[src/rtl/core/fpar_pkg.sv]
// ----------------------------------------------------------------------------
// fpar_pkg: shared definitions for the area-averaging audio resampler
// widths, register map, reset values, sequencer states and divider status
// ----------------------------------------------------------------------------
package fpar_pkg;

	// defaults for the top-level parameters
	localparam int FRAC_BITS_DEF   = 15;
	localparam int SAMPLE_BITS_DEF = 16;

	// fixed port and datapath widths
	localparam int SMP_W  = 16;
	localparam int STEP_W = 21;
	localparam int LEN_W  = 16;
	localparam int ACC_W  = 32;
	localparam int APB_DW = 32;
	localparam int APB_AW = 3;

	// register reset values
	localparam logic [STEP_W-1:0] RATE_STEP_RST  = STEP_W'(32768);
	localparam logic [LEN_W-1:0]  OUT_LENGTH_RST = LEN_W'(1024);

	// register map, word index = paddr[2]
	typedef logic [0:0] reg_idx_t;
	localparam reg_idx_t REG_RATE_STEP  = 1'b0;
	localparam reg_idx_t REG_OUT_LENGTH = 1'b1;

	// sequencer states
	typedef enum logic [3:0] {
		ST_IDLE,
		ST_CHECK,
		ST_ACC,
		ST_AVG,
		ST_EMIT_AVG,
		ST_DIV_WAIT,
		ST_BASE,
		ST_LOOP,
		ST_SCALE
	} fsm_state_t;

	// serial divider status
	typedef struct packed {
		logic busy;
		logic done;
	} div_stat_t;

endpackage

[src/rtl/core/fpar_in_if.sv]
// ----------------------------------------------------------------------------
// fpar_in_if: input sample channel
// valid/ready handshake carrying one input sample and its buffer start flag
// ----------------------------------------------------------------------------
interface fpar_in_if
	import fpar_pkg::*;
();
	logic                    valid;
	logic                    ready;
	logic signed [SMP_W-1:0] in_sample;
	logic                    buffer_start;

	modport source (output valid, output in_sample, output buffer_start, input ready);
	modport sink   (input valid, input in_sample, input buffer_start, output ready);
endinterface

[src/rtl/core/fpar_out_if.sv]
// ----------------------------------------------------------------------------
// fpar_out_if: resampled output channel
// valid/ready handshake carrying one output sample and its marker flags
// ----------------------------------------------------------------------------
interface fpar_out_if
	import fpar_pkg::*;
();
	logic                    valid;
	logic                    ready;
	logic signed [SMP_W-1:0] out_sample;
	logic                    run_last;
	logic                    buffer_done;

	modport source (output valid, output out_sample, output run_last, output buffer_done,
		input ready);
	modport sink   (input valid, input out_sample, input run_last, input buffer_done,
		output ready);
endinterface

[src/rtl/core/fixed_point_area_audio_resampler_core.sv]
// ----------------------------------------------------------------------------
// fixed_point_area_audio_resampler_core: mono area-averaging resampler
// Q15 fixed-point rate converter with area averaging and linear interpolation
// ----------------------------------------------------------------------------
// Usage: each input word carries the next mono sample; the core holds one
// sample and processes it when the following word arrives, since that word is
// the interpolation neighbor. A word with buffer_start set clears the state,
// stores its sample and produces nothing. When the phase crosses zero the core
// emits the area average collected so far, then linearly interpolated samples
// until the phase goes negative again; run_last marks the last output word of
// an input word and buffer_done the out_length-th output of the buffer, after
// which words without buffer_start are taken and dropped. The core takes no
// new word while it works on one: a word that crosses zero and does not end
// the buffer on its average waits for the bit-serial slope divider, and stalls
// on the output hold the core as well.
// All multiplications run through one shared 32 x (FRAC_BITS+6) multiplier
// with a registered product. rate_step (word 0) and out_length (word 1) are
// written over the APB port; the user must write them only while the core is
// idle, the core itself does not enforce this.
// ----------------------------------------------------------------------------
module fixed_point_area_audio_resampler_core
	import fpar_pkg::*;
#(
	parameter int FRAC_BITS   = FRAC_BITS_DEF,
	parameter int SAMPLE_BITS = SAMPLE_BITS_DEF
) (
	input  logic              clk,
	input  logic              arst_n,
	fpar_in_if.sink           stream,
	fpar_out_if.source        result,
	input  logic              psel,
	input  logic              penable,
	input  logic              pwrite,
	input  logic [APB_AW-1:0] paddr,
	input  logic [APB_DW-1:0] pwdata,
	output logic [APB_DW-1:0] prdata,
	output logic              pready
);
	// derived widths and constants
	localparam int DELTA_W = FRAC_BITS + 6;           // holds the clamped step
	localparam int PH_W    = FRAC_BITS + 8;           // signed phase
	localparam int NUM_W   = SAMPLE_BITS + 1 + FRAC_BITS;
	localparam logic [STEP_W-1:0]    STEP_MAX = STEP_W'(63) << FRAC_BITS;
	localparam logic signed [PH_W-1:0] ONE_PH = PH_W'(1) << FRAC_BITS;
	localparam logic [FRAC_BITS:0]   ONE_F    = (FRAC_BITS + 1)'(1) << FRAC_BITS;

	// config registers
	logic [STEP_W-1:0] rate_step_q;
	logic [LEN_W-1:0]  out_length_q;

	// sequencer and state
	fsm_state_t state_q, state_d;

	logic signed [SAMPLE_BITS-1:0] held_q;
	logic signed [SAMPLE_BITS-1:0] nx_q;
	logic [DELTA_W-1:0]            delta_q;
	logic signed [PH_W-1:0]        phase_q;
	logic [FRAC_BITS-1:0]          frac_q;
	logic [ACC_W-1:0]              area_q;
	logic [ACC_W-1:0]              dl_q;
	logic [LEN_W-1:0]              emitted_q;
	logic                          finished_q;

	// shared multiplier
	logic [ACC_W-1:0]   mul_a;
	logic [DELTA_W-1:0] mul_b;
	logic [ACC_W-1:0]   prod_q;

	// output register
	logic                    out_valid_q;
	logic signed [SMP_W-1:0] out_sample_q;
	logic                    out_last_q;
	logic                    out_done_q;

	// divider hookup
	logic                    div_start;
	logic [NUM_W-1:0]        div_num;
	logic [ACC_W-1:0]        div_quot;
	div_stat_t               div_stat;
	logic signed [SAMPLE_BITS:0] diff;

	// misc combinational
	logic                          in_fire;
	logic                          cfg_wr;
	logic signed [SAMPLE_BITS-1:0] nx_in;
	logic [DELTA_W-1:0]            delta_c;
	logic signed [PH_W-1:0]        ph_dec;
	logic [FRAC_BITS:0]            one_minus;
	logic [ACC_W-1:0]              r32;
	logic [ACC_W-1:0]              avg;
	logic [ACC_W-1:0]              dl_frac;
	logic [LEN_W-1:0]              cnt_nx;
	logic                          fin_nx;
	logic                          slot_free;
	logic                          emit;
	logic [ACC_W-1:0]              emit_val;
	logic                          emit_last;
	logic signed [SAMPLE_BITS-1:0] emit_w;

	// ------------------------------------------------------------------
	// config port, word index from paddr[2]
	// ------------------------------------------------------------------
	assign pready = 1'b1;
	assign cfg_wr = psel & penable & pwrite & pready;

	always_ff @(posedge clk or negedge arst_n) begin
		if (!arst_n) begin
			rate_step_q  <= RATE_STEP_RST;
			out_length_q <= OUT_LENGTH_RST;
		end else if (cfg_wr) begin
			case (reg_idx_t'(paddr[2]))
				REG_RATE_STEP:  rate_step_q  <= pwdata[STEP_W-1:0];
				REG_OUT_LENGTH: out_length_q <= pwdata[LEN_W-1:0];
				default: ;
			endcase
		end
	end

	always_comb begin
		case (reg_idx_t'(paddr[2]))
			REG_RATE_STEP:  prdata = APB_DW'(rate_step_q);
			REG_OUT_LENGTH: prdata = APB_DW'(out_length_q);
			default:        prdata = '0;
		endcase
	end

	// ------------------------------------------------------------------
	// per-word helpers
	// ------------------------------------------------------------------
	assign in_fire = stream.valid & stream.ready;
	assign nx_in   = stream.in_sample[SAMPLE_BITS-1:0];

	// step clamped to 1 LSB .. 63 output periods per input
	always_comb begin
		if (rate_step_q == '0)
			delta_c = DELTA_W'(1);
		else if (rate_step_q > STEP_MAX)
			delta_c = STEP_MAX[DELTA_W-1:0];
		else
			delta_c = rate_step_q[DELTA_W-1:0];
	end

	assign ph_dec    = phase_q - ONE_PH;
	assign one_minus = ONE_F - {1'b0, frac_q};
	assign r32       = ACC_W'(held_q);
	assign avg       = ACC_W'($signed(area_q) >>> FRAC_BITS);
	assign dl_frac   = ACC_W'($signed(prod_q) >>> FRAC_BITS);
	assign cnt_nx    = emitted_q + LEN_W'(1);
	assign fin_nx    = (cnt_nx >= out_length_q);
	assign slot_free = ~out_valid_q | result.ready;

	// slope numerator (next - held) << FRAC_BITS
	assign diff    = {nx_q[SAMPLE_BITS-1], nx_q} - {held_q[SAMPLE_BITS-1], held_q};
	assign div_num = {diff, {FRAC_BITS{1'b0}}};

	fpar_div #(
		.NUM_W (NUM_W),
		.DEN_W (DELTA_W)
	) u_div (
		.clk      (clk),
		.arst_n   (arst_n),
		.start    (div_start),
		.dividend (div_num),
		.divisor  (delta_q),
		.quotient (div_quot),
		.stat     (div_stat)
	);

	// ------------------------------------------------------------------
	// sequencer: next state, emit strobe and multiplier operands
	// ------------------------------------------------------------------
	always_comb begin
		state_d   = state_q;
		emit      = 1'b0;
		emit_val  = area_q;
		emit_last = 1'b0;
		div_start = 1'b0;
		mul_a     = r32;
		mul_b     = DELTA_W'(one_minus);
		case (state_q)
			ST_IDLE: begin
				if (in_fire && !stream.buffer_start && !finished_q)
					state_d = ST_CHECK;
			end
			ST_CHECK: begin
				// crossing: weight held sample by remaining area, else by full step
				if (phase_q[PH_W-1]) begin
					mul_b   = delta_q;
					state_d = ST_ACC;
				end else begin
					state_d = ST_AVG;
				end
			end
			ST_ACC: state_d = ST_IDLE;
			ST_AVG: begin
				div_start = 1'b1;
				state_d   = ST_EMIT_AVG;
			end
			ST_EMIT_AVG: begin
				emit_val  = avg;
				emit_last = fin_nx | phase_q[PH_W-1];
				if (slot_free) begin
					emit    = 1'b1;
					state_d = fin_nx ? ST_IDLE : ST_DIV_WAIT;
				end
			end
			ST_DIV_WAIT: begin
				// slope times old fraction, for the interpolation base
				mul_a = div_quot;
				mul_b = DELTA_W'(frac_q);
				if (div_stat.done)
					state_d = ST_BASE;
			end
			ST_BASE: state_d = ST_LOOP;
			ST_LOOP: begin
				// on exit, scale the running value by the new fraction
				mul_a = area_q;
				mul_b = DELTA_W'(phase_q[FRAC_BITS-1:0]);
				if (!phase_q[PH_W-1]) begin
					emit_last = fin_nx | ph_dec[PH_W-1];
					if (slot_free) begin
						emit = 1'b1;
						if (fin_nx)
							state_d = ST_IDLE;
					end
				end else begin
					state_d = ST_SCALE;
				end
			end
			ST_SCALE: state_d = ST_IDLE;
			default:  state_d = ST_IDLE;
		endcase
	end

	always_ff @(posedge clk or negedge arst_n) begin
		if (!arst_n)
			state_q <= ST_IDLE;
		else
			state_q <= state_d;
	end

	// shared multiplier, low word of the product registered every cycle
	always_ff @(posedge clk) begin
		prod_q <= mul_a * ACC_W'(mul_b);
	end

	// ------------------------------------------------------------------
	// resampler state
	// ------------------------------------------------------------------
	always_ff @(posedge clk or negedge arst_n) begin
		if (!arst_n) begin
			held_q     <= '0;
			phase_q    <= -ONE_PH;
			frac_q     <= '0;
			area_q     <= '0;
			emitted_q  <= '0;
			finished_q <= 1'b0;
		end else begin
			case (state_q)
				ST_IDLE: begin
					if (in_fire && stream.buffer_start) begin
						// start of buffer: clear and keep this sample only
						held_q     <= nx_in;
						phase_q    <= -ONE_PH;
						frac_q     <= '0;
						area_q     <= '0;
						emitted_q  <= '0;
						finished_q <= 1'b0;
					end else if (in_fire && !finished_q) begin
						phase_q <= phase_q + PH_W'(delta_c);
					end
				end
				ST_CHECK: begin
					if (phase_q[PH_W-1])
						frac_q <= phase_q[FRAC_BITS-1:0];
					else
						phase_q <= ph_dec;
				end
				ST_ACC: begin
					area_q <= area_q + prod_q;
					held_q <= nx_q;
				end
				ST_AVG: area_q <= area_q + prod_q;
				ST_EMIT_AVG: begin
					if (emit) begin
						emitted_q <= cnt_nx;
						if (fin_nx)
							finished_q <= 1'b1;
					end
				end
				ST_BASE: area_q <= r32 + dl_q - dl_frac;
				ST_LOOP: begin
					if (!phase_q[PH_W-1]) begin
						if (emit) begin
							emitted_q <= cnt_nx;
							if (fin_nx) begin
								finished_q <= 1'b1;
							end else begin
								area_q  <= area_q + dl_q;
								phase_q <= ph_dec;
							end
						end
					end else begin
						frac_q <= phase_q[FRAC_BITS-1:0];
					end
				end
				ST_SCALE: begin
					area_q <= prod_q;
					held_q <= nx_q;
				end
				default: ;
			endcase
		end
	end

	// per-word payload, no reset needed
	always_ff @(posedge clk) begin
		if (state_q == ST_IDLE && in_fire) begin
			nx_q    <= nx_in;
			delta_q <= delta_c;
		end
		if (state_q == ST_DIV_WAIT && div_stat.done)
			dl_q <= div_quot;
	end

	// ------------------------------------------------------------------
	// output register, wraps to SAMPLE_BITS and sign-extends
	// ------------------------------------------------------------------
	assign emit_w = emit_val[SAMPLE_BITS-1:0];

	always_ff @(posedge clk or negedge arst_n) begin
		if (!arst_n)
			out_valid_q <= 1'b0;
		else if (emit)
			out_valid_q <= 1'b1;
		else if (result.ready)
			out_valid_q <= 1'b0;
	end

	always_ff @(posedge clk) begin
		if (emit) begin
			out_sample_q <= SMP_W'(emit_w);
			out_last_q   <= emit_last;
			out_done_q   <= fin_nx;
		end
	end

	assign stream.ready       = (state_q == ST_IDLE);
	assign result.valid       = out_valid_q;
	assign result.out_sample  = out_sample_q;
	assign result.run_last    = out_last_q;
	assign result.buffer_done = out_done_q;

`ifndef SYNTHESIS
	// nothing is emitted once the buffer is done
	a_no_emit_after_done: assert property (@(posedge clk) disable iff (!arst_n)
		emit |-> !finished_q)
		else $error("output emitted after buffer done");

	// a start word leaves the core idle with a fresh count
	a_start_clears: assert property (@(posedge clk) disable iff (!arst_n)
		(in_fire && stream.buffer_start) |=>
			(emitted_q == '0 && !finished_q && state_q == ST_IDLE))
		else $error("buffer start did not clear the state");

	// between words of a live buffer the phase is negative
	a_phase_negative: assert property (@(posedge clk) disable iff (!arst_n)
		(state_q == ST_IDLE && !finished_q) |-> phase_q[PH_W-1])
		else $error("phase not negative while idle");

	// the slope is only used after the divider has finished
	a_div_before_base: assert property (@(posedge clk) disable iff (!arst_n)
		(state_q == ST_BASE) |-> ($past(div_stat.done) && !div_stat.busy))
		else $error("interpolation base formed before divide completed");
`endif

endmodule

[src/rtl/core/fpar_div.sv]
// ----------------------------------------------------------------------------
// fpar_div: bit-serial signed divider
// restoring division of a signed dividend by a positive divisor, one quotient
// bit per cycle, quotient truncated toward zero
// ----------------------------------------------------------------------------
module fpar_div
	import fpar_pkg::*;
#(
	parameter int NUM_W = 32,
	parameter int DEN_W = 21
) (
	input  logic              clk,
	input  logic              arst_n,
	input  logic              start,
	input  logic [NUM_W-1:0]  dividend,
	input  logic [DEN_W-1:0]  divisor,
	output logic [ACC_W-1:0]  quotient,
	output div_stat_t         stat
);
	localparam int CNT_W = $clog2(NUM_W + 1);

	logic [NUM_W-1:0] mag_q;
	logic [DEN_W-1:0] rem_q;
	logic [DEN_W-1:0] den_q;
	logic             neg_q;
	logic [CNT_W-1:0] cnt_q;
	logic             busy_q;
	logic             done_q;

	logic [DEN_W:0]          trial;
	logic [DEN_W:0]          trial_sub;
	logic                    fits;
	logic signed [NUM_W-1:0] quot_s;

	assign trial     = {rem_q, mag_q[NUM_W-1]};
	assign trial_sub = trial - {1'b0, den_q};
	assign fits      = (trial >= {1'b0, den_q});

	// payload side, quotient bits shift into the dividend register
	always_ff @(posedge clk) begin
		if (start) begin
			mag_q <= dividend[NUM_W-1] ? (~dividend + NUM_W'(1)) : dividend;
			rem_q <= '0;
			den_q <= divisor;
			neg_q <= dividend[NUM_W-1];
		end else if (busy_q) begin
			rem_q <= fits ? trial_sub[DEN_W-1:0] : trial[DEN_W-1:0];
			mag_q <= {mag_q[NUM_W-2:0], fits};
		end
	end

	always_ff @(posedge clk or negedge arst_n) begin
		if (!arst_n) begin
			cnt_q  <= '0;
			busy_q <= 1'b0;
			done_q <= 1'b0;
		end else if (start) begin
			cnt_q  <= CNT_W'(NUM_W);
			busy_q <= 1'b1;
			done_q <= 1'b0;
		end else if (busy_q) begin
			cnt_q <= cnt_q - CNT_W'(1);
			if (cnt_q == CNT_W'(1)) begin
				busy_q <= 1'b0;
				done_q <= 1'b1;
			end
		end
	end

	assign quot_s      = neg_q ? (~mag_q + NUM_W'(1)) : mag_q;
	assign quotient    = ACC_W'(quot_s);
	assign stat.busy   = busy_q;
	assign stat.done   = done_q;

endmodule

[src/flat_wrapper.sv]
// flat-port wrapper written by rule: the top's interface ports become plain ports
module fixed_point_area_audio_resampler_core_flat import fpar_pkg::*;
#(
	parameter int FRAC_BITS   = FRAC_BITS_DEF,
	parameter int SAMPLE_BITS = SAMPLE_BITS_DEF
)
  (clk, arst_n, psel, penable, pwrite, paddr, pwdata, prdata, pready, stream_valid, stream_in_sample, stream_buffer_start, stream_ready, result_valid, result_out_sample, result_run_last, result_buffer_done, result_ready);
  fpar_in_if stream_i ();
  fpar_out_if result_i ();
  input  logic clk;
  input  logic arst_n;
  input  logic psel;
  input  logic penable;
  input  logic pwrite;
  input  logic [APB_AW-1:0] paddr;
  input  logic [APB_DW-1:0] pwdata;
  output logic [APB_DW-1:0] prdata;
  output logic pready;
  input wire logic [$bits(stream_i.valid)-1:0] stream_valid;
  input wire logic [$bits(stream_i.in_sample)-1:0] stream_in_sample;
  input wire logic [$bits(stream_i.buffer_start)-1:0] stream_buffer_start;
  output wire logic [$bits(stream_i.ready)-1:0] stream_ready;
  output wire logic [$bits(result_i.valid)-1:0] result_valid;
  output wire logic [$bits(result_i.out_sample)-1:0] result_out_sample;
  output wire logic [$bits(result_i.run_last)-1:0] result_run_last;
  output wire logic [$bits(result_i.buffer_done)-1:0] result_buffer_done;
  input wire logic [$bits(result_i.ready)-1:0] result_ready;
  assign stream_i.valid = stream_valid;
  assign stream_i.in_sample = stream_in_sample;
  assign stream_i.buffer_start = stream_buffer_start;
  assign stream_ready = stream_i.ready;
  assign result_valid = result_i.valid;
  assign result_out_sample = result_i.out_sample;
  assign result_run_last = result_i.run_last;
  assign result_buffer_done = result_i.buffer_done;
  assign result_i.ready = result_ready;
  fixed_point_area_audio_resampler_core #(.FRAC_BITS(FRAC_BITS), .SAMPLE_BITS(SAMPLE_BITS)) u_core (.clk(clk), .arst_n(arst_n), .stream(stream_i), .result(result_i), .psel(psel), .penable(penable), .pwrite(pwrite), .paddr(paddr), .pwdata(pwdata), .prdata(prdata), .pready(pready));
endmodule
[config.mk]
export PLATFORM = sky130hd
export DESIGN_NAME = fixed_point_area_audio_resampler_core_flat
export DESIGN_NICKNAME = d
export VERILOG_FILES = /design/src/rtl/core/fpar_pkg.sv /design/src/rtl/core/fpar_in_if.sv /design/src/rtl/core/fpar_out_if.sv /design/src/rtl/core/fixed_point_area_audio_resampler_core.sv /design/src/rtl/core/fpar_div.sv /design/src/flat_wrapper.sv
export SDC_FILE = /design/constraint.sdc
export NUM_CORES = 2
export LEC_CHECK = 0
export BUFFER_PORTS_ARGS = -buffer_cell sky130_fd_sc_hd__buf_2
export CAP_MARGIN = 40
export CORE_UTILIZATION = 45
export DETAILED_ROUTE_END_ITERATION = 8
export SLEW_MARGIN = 5
export SYNTH_ARGS = -nofsm -noshare
export SYNTH_HDL_FRONTEND = slang
export SYNTH_SLANG_ARGS = --single-unit
[constraint.sdc]
create_clock -name clk -period 12.3 [get_ports clk]
set_input_delay 0 -clock clk [delete_from_list [all_inputs] [get_ports clk]]
set_output_delay 0 -clock clk [all_outputs]
set_load 0.03 [all_outputs]
# [Word-level counts from Yosys, hierarchy flattened]
# Cells that the tools add are included.
[word_totals] regBits=347 inputBits=59 output_inout_bits=53 elab_cells=167
[classes] order_cmp=3 reduce_logical=31 multipliers=1 eq_ne=21 add_sub_neg=13 n_bitwise=10 mux=63
[op_table] cell="two-way mux 32 bit" count=8
[op_table] cell="one-hot mux 32 bit (5 select lines)" count=1
[op_table] cell="two-way mux 23 bit" count=6
[op_table] cell="one-hot mux 32 bit (2 select lines)" count=2
[op_table] cell="adder 32 bit" count=3
[op_table] cell="two-way mux 21 bit" count=4
[op_table] cell="two-way mux 16 bit" count=5
[op_table] cell="one-hot mux 23 bit (3 select lines)" count=1
[op_table] cell="adder 32 x 1 -> 32 bit, second input constant" count=2
[op_table] cell="NOT 32 bit" count=2
[op_table] cell="one-hot mux 21 bit (3 select lines)" count=1
[op_table] cell="one-hot mux 16 bit (3 select lines)" count=1
[op_table] cell="multiplier 32 x 21 -> 32 bit" count=1
[op_table] cell="one-hot mux 16 bit (2 select lines)" count=1
[op_table] cell="subtractor 32 bit" count=1
[op_table] cell="two-way mux 15 bit" count=2
[op_table] cell="one-hot mux 15 bit (2 select lines)" count=1
[op_table] cell="one-hot mux 4 bit (7 select lines)" count=1
[op_table] cell="two-way mux 4 bit" count=6
[op_table] cell="adder 23 x 21 -> 23 bit" count=1
[op_table] cell="subtractor 23 x 17 -> 23 bit, second input constant" count=1
[op_table] cell="greater-or-equal comparator 22 x 21 -> 1 bit" count=1
[op_table] cell="> comparator 21 bit, second input constant" count=1
[op_table] cell="zero test 21 bit" count=1
[op_table] cell="other kinds (34)" count=88

# [Logic depth before layout (Yosys ltp)]
[depth] depth_word=8 ltp_mapped=36 ltp_nobuf=35

# [Hierarchy]
# A second synthesis with hierarchy kept.
[hier_totals] cells_unflattened=4225 hier_area_um2=37315.8
[by_module_without_submodules] module="fixed_point_area_audio_resampler_core" seq_area_each_um2=6894.1 n_inst=1 cells_per_inst=3565 area_each_um2=31490.2
[by_module_without_submodules] module="fpar_div" seq_area_each_um2=2242.2 n_inst=1 cells_per_inst=660 area_each_um2=5825.6

# [Worst setup path after synthesis]
# OpenSTA, ideal clock, no wires.
[synth_timing] kind="register to register" from="register u_core.state_q[1]" to="register u_core.prod_q[31]" arrival_time_ns=8.471 stages_incl_launch_ff=28 synth_period_minus_slack_ns=8.591 setup_slack_ns=3.709 t_required_ns=12.180 setup_ns=0.120 path_buffers=5 cell_sequence="dfrtp_1 clkbuf_1 buf_1 clkbuf_1 clkbuf_1 nor2_1 o31ai_1 nand2_1 fa_1 fa_1 fa_1 fa_1 inv_1 fa_1 fa_1 inv_1 fa_1 inv_1 ha_1 clkbuf_1 a2111o_1 a221oi_1 o21ai_0 and2_1 a221o_1 a41oi_1 o21ai_0 xnor2_1"
[synth_between] elab_chain_cells=3 word_cells_on_any_way=6 cone_classes="mul (1); eq/ne (3); mux (2)"
[synth_rtl] element="from (decl)" line_no="fixed_point_area_audio_resampler_core.sv:52" text="fsm_state_t state_q, state_d;"
[synth_rtl] element="from (signal assigned)" line_no="fixed_point_area_audio_resampler_core.sv:239" text="state_q <= state_d;"
[synth_rtl] element="== test 4 x 3 -> 1 bit or == test 4 x 1 -> 1 bit (tied branches)" line_no="fixed_point_area_audio_resampler_core.sv:180" text="case (state_q)"
[synth_rtl] element="one-hot mux 21 bit (3 select lines) or one-hot mux 32 bit (2 select lines) (tied branches)" line_no="fixed_point_area_audio_resampler_core.sv:180"
[synth_rtl] element="multiplier 32 x 21 -> 32 bit (*)" line_no="fixed_point_area_audio_resampler_core.sv:244" text="prod_q <= mul_a * ACC_W'(mul_b);"
[synth_rtl] element="to (signal assigned)" line_no="fixed_point_area_audio_resampler_core.sv:244"
[synth_rtl] element="to (decl)" line_no="fixed_point_area_audio_resampler_core.sv:67" text="logic [ACC_W-1:0] prod_q;"
# Mark *: on every way between the ends. The rest lies on a longest branch, timed or not.
# A chain may end at the register's enable or synchronous reset.

# [Worst setup path in the final report]
[layout_timing] from="register u_core.u_div.mag_q[0]" to="register u_core.prod_q[30]"
[layout_between] elab_chain_cells=5
[layout_rtl] element="from (decl)" line_no="fpar_div.sv:22" text="logic [NUM_W-1:0] mag_q;"
[layout_rtl] element="from (signal assigned)" line_no="fpar_div.sv:42" text="mag_q <= dividend[NUM_W-1] ? (~dividend + NUM_W'(1)) : dividend;"
[layout_rtl] element="from (signal assigned)" line_no="fpar_div.sv:48" text="mag_q <= {mag_q[NUM_W-2:0], fits};"
[layout_rtl] element="NOT 32 bit" line_no="fpar_div.sv:70" text="assign quot_s = neg_q ? (~mag_q + NUM_W'(1)) : mag_q;"
[layout_rtl] element="adder 32 x 1 -> 32 bit" line_no="fpar_div.sv:70"
[layout_rtl] element="two-way mux 32 bit" line_no="fpar_div.sv:70"
[layout_rtl] element="via u_core.div_quot[16]" line_no="fixed_point_area_audio_resampler_core.sv:78" text="logic [ACC_W-1:0] div_quot;"
[layout_rtl] element="one-hot mux 32 bit (2 select lines)" line_no="fixed_point_area_audio_resampler_core.sv:180"
[layout_rtl] element="multiplier 32 x 21 -> 32 bit" line_no="fixed_point_area_audio_resampler_core.sv:244"
# The timed path passes the listed nets, and every way through them passes these cells.

==> impl.org <==
** Setup path
- For this run, the slowest stage of the critical path takes between 0.6 and 0.7 ns.
- The endpoint identified for the worst register-to-register timing path is u_core.prod_q[30]$_DFF_P_.
- Along the worst path, the maximum fanout reaches 12.
- The critical path starts at u_core.u_div.mag_q[0]$_SDFFCE_PP0P_.
- Number of cells on the worst reg-to-reg path :: 29
- Kind of end point of the critical path :: register
- The worst setup path is launched from a register.
- Worst-case register-to-register setup slack :: approximately 2.5 ns
- By instance count, the cell type seen most on the critical path is fa_1.
- CP max-delay cell :: nand2b_1
- The worst register-to-register path begins at u_core.u_div.mag_q[0]$_SDFFCE_PP0P_.
- For the worst setup path, the data arrival time is between 10 and 15 ns.
- Setup Crit Path Kind :: reg2reg
- Required time of the worst setup path :: 12.78 ns

** Synthesis
- In the post-synthesis netlist, the biggest area contributors are fa_1 22%, edfxtp_1 11%, dfrtp_1 9.6%, ha_1 7.6%, inv_1 6.5%.
- Yosys synthesis warning count :: 0
- The mapped netlist covers 0.03715 sq mm.
- Synthesized area per cell :: 8.863 sq um
- Synthesis handed over a netlist of between 4k and 5k instances.
- Portion of the post-synthesis area used by sequential elements :: between 20% and 30%
- Post-synthesis cell type count :: ~90
- Flip-flop cell with the highest count after synthesis :: dfrtp_1
- Share of the synthesized area in the top cell type :: between 20 and 25%
- The commonest cells after synthesis are 648 x inv_1, 455 x nor2_1, 417 x nand2_1.
- The largest total area in the synthesized netlist belongs to fa_1.
- Fraction of registers with async set/reset :: roughly 44%
- EDFF count, synth :: roughly 140
- Most numerous cell in the Yosys netlist :: inv_1
- Count of state elements after synthesis :: about 350

** Placement
- Once placement finished, the instance area stood at between 0.03 and 0.04 sq mm.
- Routability-driven placement congestion ratio :: 0.9637
- Including well taps, the total number of placed cells is between 5k and 6k.
- Total of buffers placed on input and output ports :: 86
- Once detailed placement completed, the half-perimeter wirelength came to about 90000 microns.

** Final layout
- The finished cells cover 0.04084 sq mm.
- In the final layout, the multi-input gates occupy between 0.02 and 0.025 sq mm.
- In the final layout, the share of cells above drive strength 1 is under 10%.
- The finished layout holds 5362 standard cells, fillers aside.
- The area growth from synthesis to layout is 9.943%.
- Registers take 0.009138 sq mm.
- In the final design database the tool counted about 5.0k nets.
- Antenna cells :: 0
- Fill cells in the final layout number ~7.7k.
- Cells fill around 50% of the core in the end.

** GRT
- The via count of the first global-routing pass is approximately 29k.
- The first global-routing pass estimated 178900 microns of wire.
- The number of antenna violations at the first check in global routing is 1.
- Entering global routing, the biggest net connects just over 70 pins.
- Overall Global Routing Usage :: between 20% and 30%
- Overall overflow remaining after global route :: 0

** Route
- The routed design uses 50880 microns of met2 wire.
- After detailed routing, the number of remaining DRC violations is 0.
- Routed signal wires occupy layers up through met4.
- Met1 layer wirelength in the final routing :: between 50000 and 60000 microns
- Post-DR vias/cell :: 5.612
- Total via count in the routed design :: approximately 30k
- After detailed routing, the average wire length per cell comes to 21.58 microns.
- The count of nets left with antenna violations once routing finished came out at 0.
- Sum of routed wire length over all layers :: roughly 120000 microns
- After the first detailed-routing iteration, the DRC count stood at roughly 2.4k.
- Summed over all nets, wire length on met3 after detailed routing comes to 9347 microns.
- The first detailed-routing pass ran for 8 iterations.

** Floorplan
- Placeable core region :: approximately 0.081 sq mm
- Die Y-Extent :: around 290 microns
- After floorplanning, the core was divided into about 100 placement rows.
- The die is approximately 290 microns wide.
- The die covers roughly 0.084 sq mm.
- Initial cell density of the core :: 45.82%
- Count of boundary I/O pins :: around 110

** Worst hold path
- In this run the worst hold path is classified as in2reg.
- Hold Crit Endpoint :: u_core.phase_q[22]$_DFFE_PN1P_
- Along the worst hold path, the cell count comes to 5.
- The startpoint identified for the worst hold timing path is stream_valid.

** STA
- Between clock sinks in the finished design, the worst skew comes to just under 0.05 ns.
- Setup violations remaining at the end of the flow were counted as 0.
- Upper clock frequency limit :: 101.8 MHz
- Setup repair after global routing missed its margin :: no
- Slew Viols, Final :: 0
- Slew at the pin with the worst max-slew slack :: approximately 0.99 ns
- The worst path needs between 9 and 10 ns of the cycle, external delays included.
- Final-layout setup total negative slack :: 0 ns
- In the finished design, the share of the clock period the worst path needs comes to roughly four fifths.
- Final Hold Fails :: 0
- Slew HR :: 33.88%

** Clocking
- Post_cts resized :: 0
- The clock reaches the later pin of the worst-skew pair after 0.61 ns.
- The H-tree was split into 2 levels.
- Counting every sink on the clock net gives about 350.
- Clock-pin slew was measured on the worst setup and hold paths at roughly 0.060 ns.
- TritonCTS built the clock tree.
- The tree is rooted in a clkbuf_16.
- TritonCTS Buffers :: 43
- The clock passes through at most 3 buffers.

** Run status
- Status :: finished, final reports clean

** Job
- Count of max-cap constraint violations :: 0
## worst max-delay path: cells and delay by family (launching register included)
family | cells | cell delay (ns)
AO/OA/AOI/OAI | 6 | 2.00
XOR/XNOR | 2 | 0.35
adder cells (fa/ha/maj) | 9 | 4.31
buffers and inverters | 5 | 0.37
flip-flops | 1 | 0.51
AND/OR/NAND/NOR | 7 | 2.11
## worst max path at each step
stage | depth (start not counted) | slack (ns) | end
after floorplan | 27 | 3.71 | u_core.prod_q[31]$_DFF_P_
after global routing | 29 | 1.87 | u_core.prod_q[30]$_DFF_P_
after global placement | 29 | 2.65 | u_core.prod_q[30]$_DFF_P_
after CTS | 29 | 2.45 | u_core.prod_q[30]$_DFF_P_
final | 29 | 2.47 | u_core.prod_q[30]$_DFF_P_
after detailed placement | 29 | 2.48 | u_core.prod_q[30]$_DFF_P_
## layout make-up
type / instances / area share, %
Multi-Input combinational cell: 3013 / 61.13
Timing Repair Buffer: 211 / 3.854
Clock inverter: 16 / 0.3860
Tap cell: 1060 / 3.248
Sequential cell: 347 / 22.37
Clock buffer: 64 / 3.024
Inverter: 651 / 5.983
## cells by family (layout without fill, tap and decap cells)
| family | count (synthesis) | in the layout | share of synthesized area [%] |
|---|---|---|---|
| AND/OR/NAND/NOR | 1235 | 1235 | 14.92 |
| buffers and inverters | 841 | 942 | 8.697 |
| AO/OA/AOI/OAI | 797 | 797 | 13.81 |
| adder cells (fa/ha/maj) | 625 | 625 | 29.12 |
| flip-flops | 347 | 347 | 24.60 |
| XOR/XNOR | 228 | 228 | 5.470 |
| multiplexers | 116 | 116 | 3.375 |
| other | 2 | 12 | 0.02022 |
## sequential cells by signal, indices dropped and copies added (netlist names), 23 cells and up
register,count
u_core.area_q,32
u_core.dl_q,32
u_core.phase_q,23
u_core.prod_q,32
u_core.u_div.mag_q,32
## cell usage in the layout, fill, tap and decap left out, drive strengths merged, types with 17 or more instances in the layout
master and n:
a21o 76, a21oi 208, a221oi 18, a222oi 17, a31oi 41, and2 40, and3 27, buf 170
clkbuf 64, dfrtp 143, dfxtp 53, dlygate4sd3 40, edfxtp 141, fa 399, ha 226, inv 652
mux2 74, mux2i 42, nand2 418, nand2b 56, nand3 67, nand4 17, nor2 455, nor2b 26
nor3 35, nor4 18, o21a 24, o21ai 212, o21bai 19, o31ai 44, o41ai 20, or2 19
or3 19, xnor2 159, xor2 67
## layer usage
metal / GRT usage, % / vias up
li1: - / 13970
met1: 38.61 / 14790
met2: 43.59 / 1117
met3: 5.472 / 218
met4: 11.58 / 0
met5: 0 / -
## timing repair
item | CTS | global route
buffers inserted | 0 | 0
endpoints found under the hold margin | 150 | 0
hold buffers | 41 | 0
## metrics by stage
| stage | setup slack, ns | hold WS (ns) |
|---|---|---|
| global placement | 2.651 | 0.1622 |
| floorplan | 3.709 | -0.2956 |
| CTS | 2.455 | 0.01932 |
| finish | 2.473 | 0.03916 |
| global route | 1.873 | 0.06332 |
| detailed placement | 2.481 | -0.02727 |
Power is not shown: default switching activity piles up to over one toggle a cycle in this logic, so the estimate is an artifact.
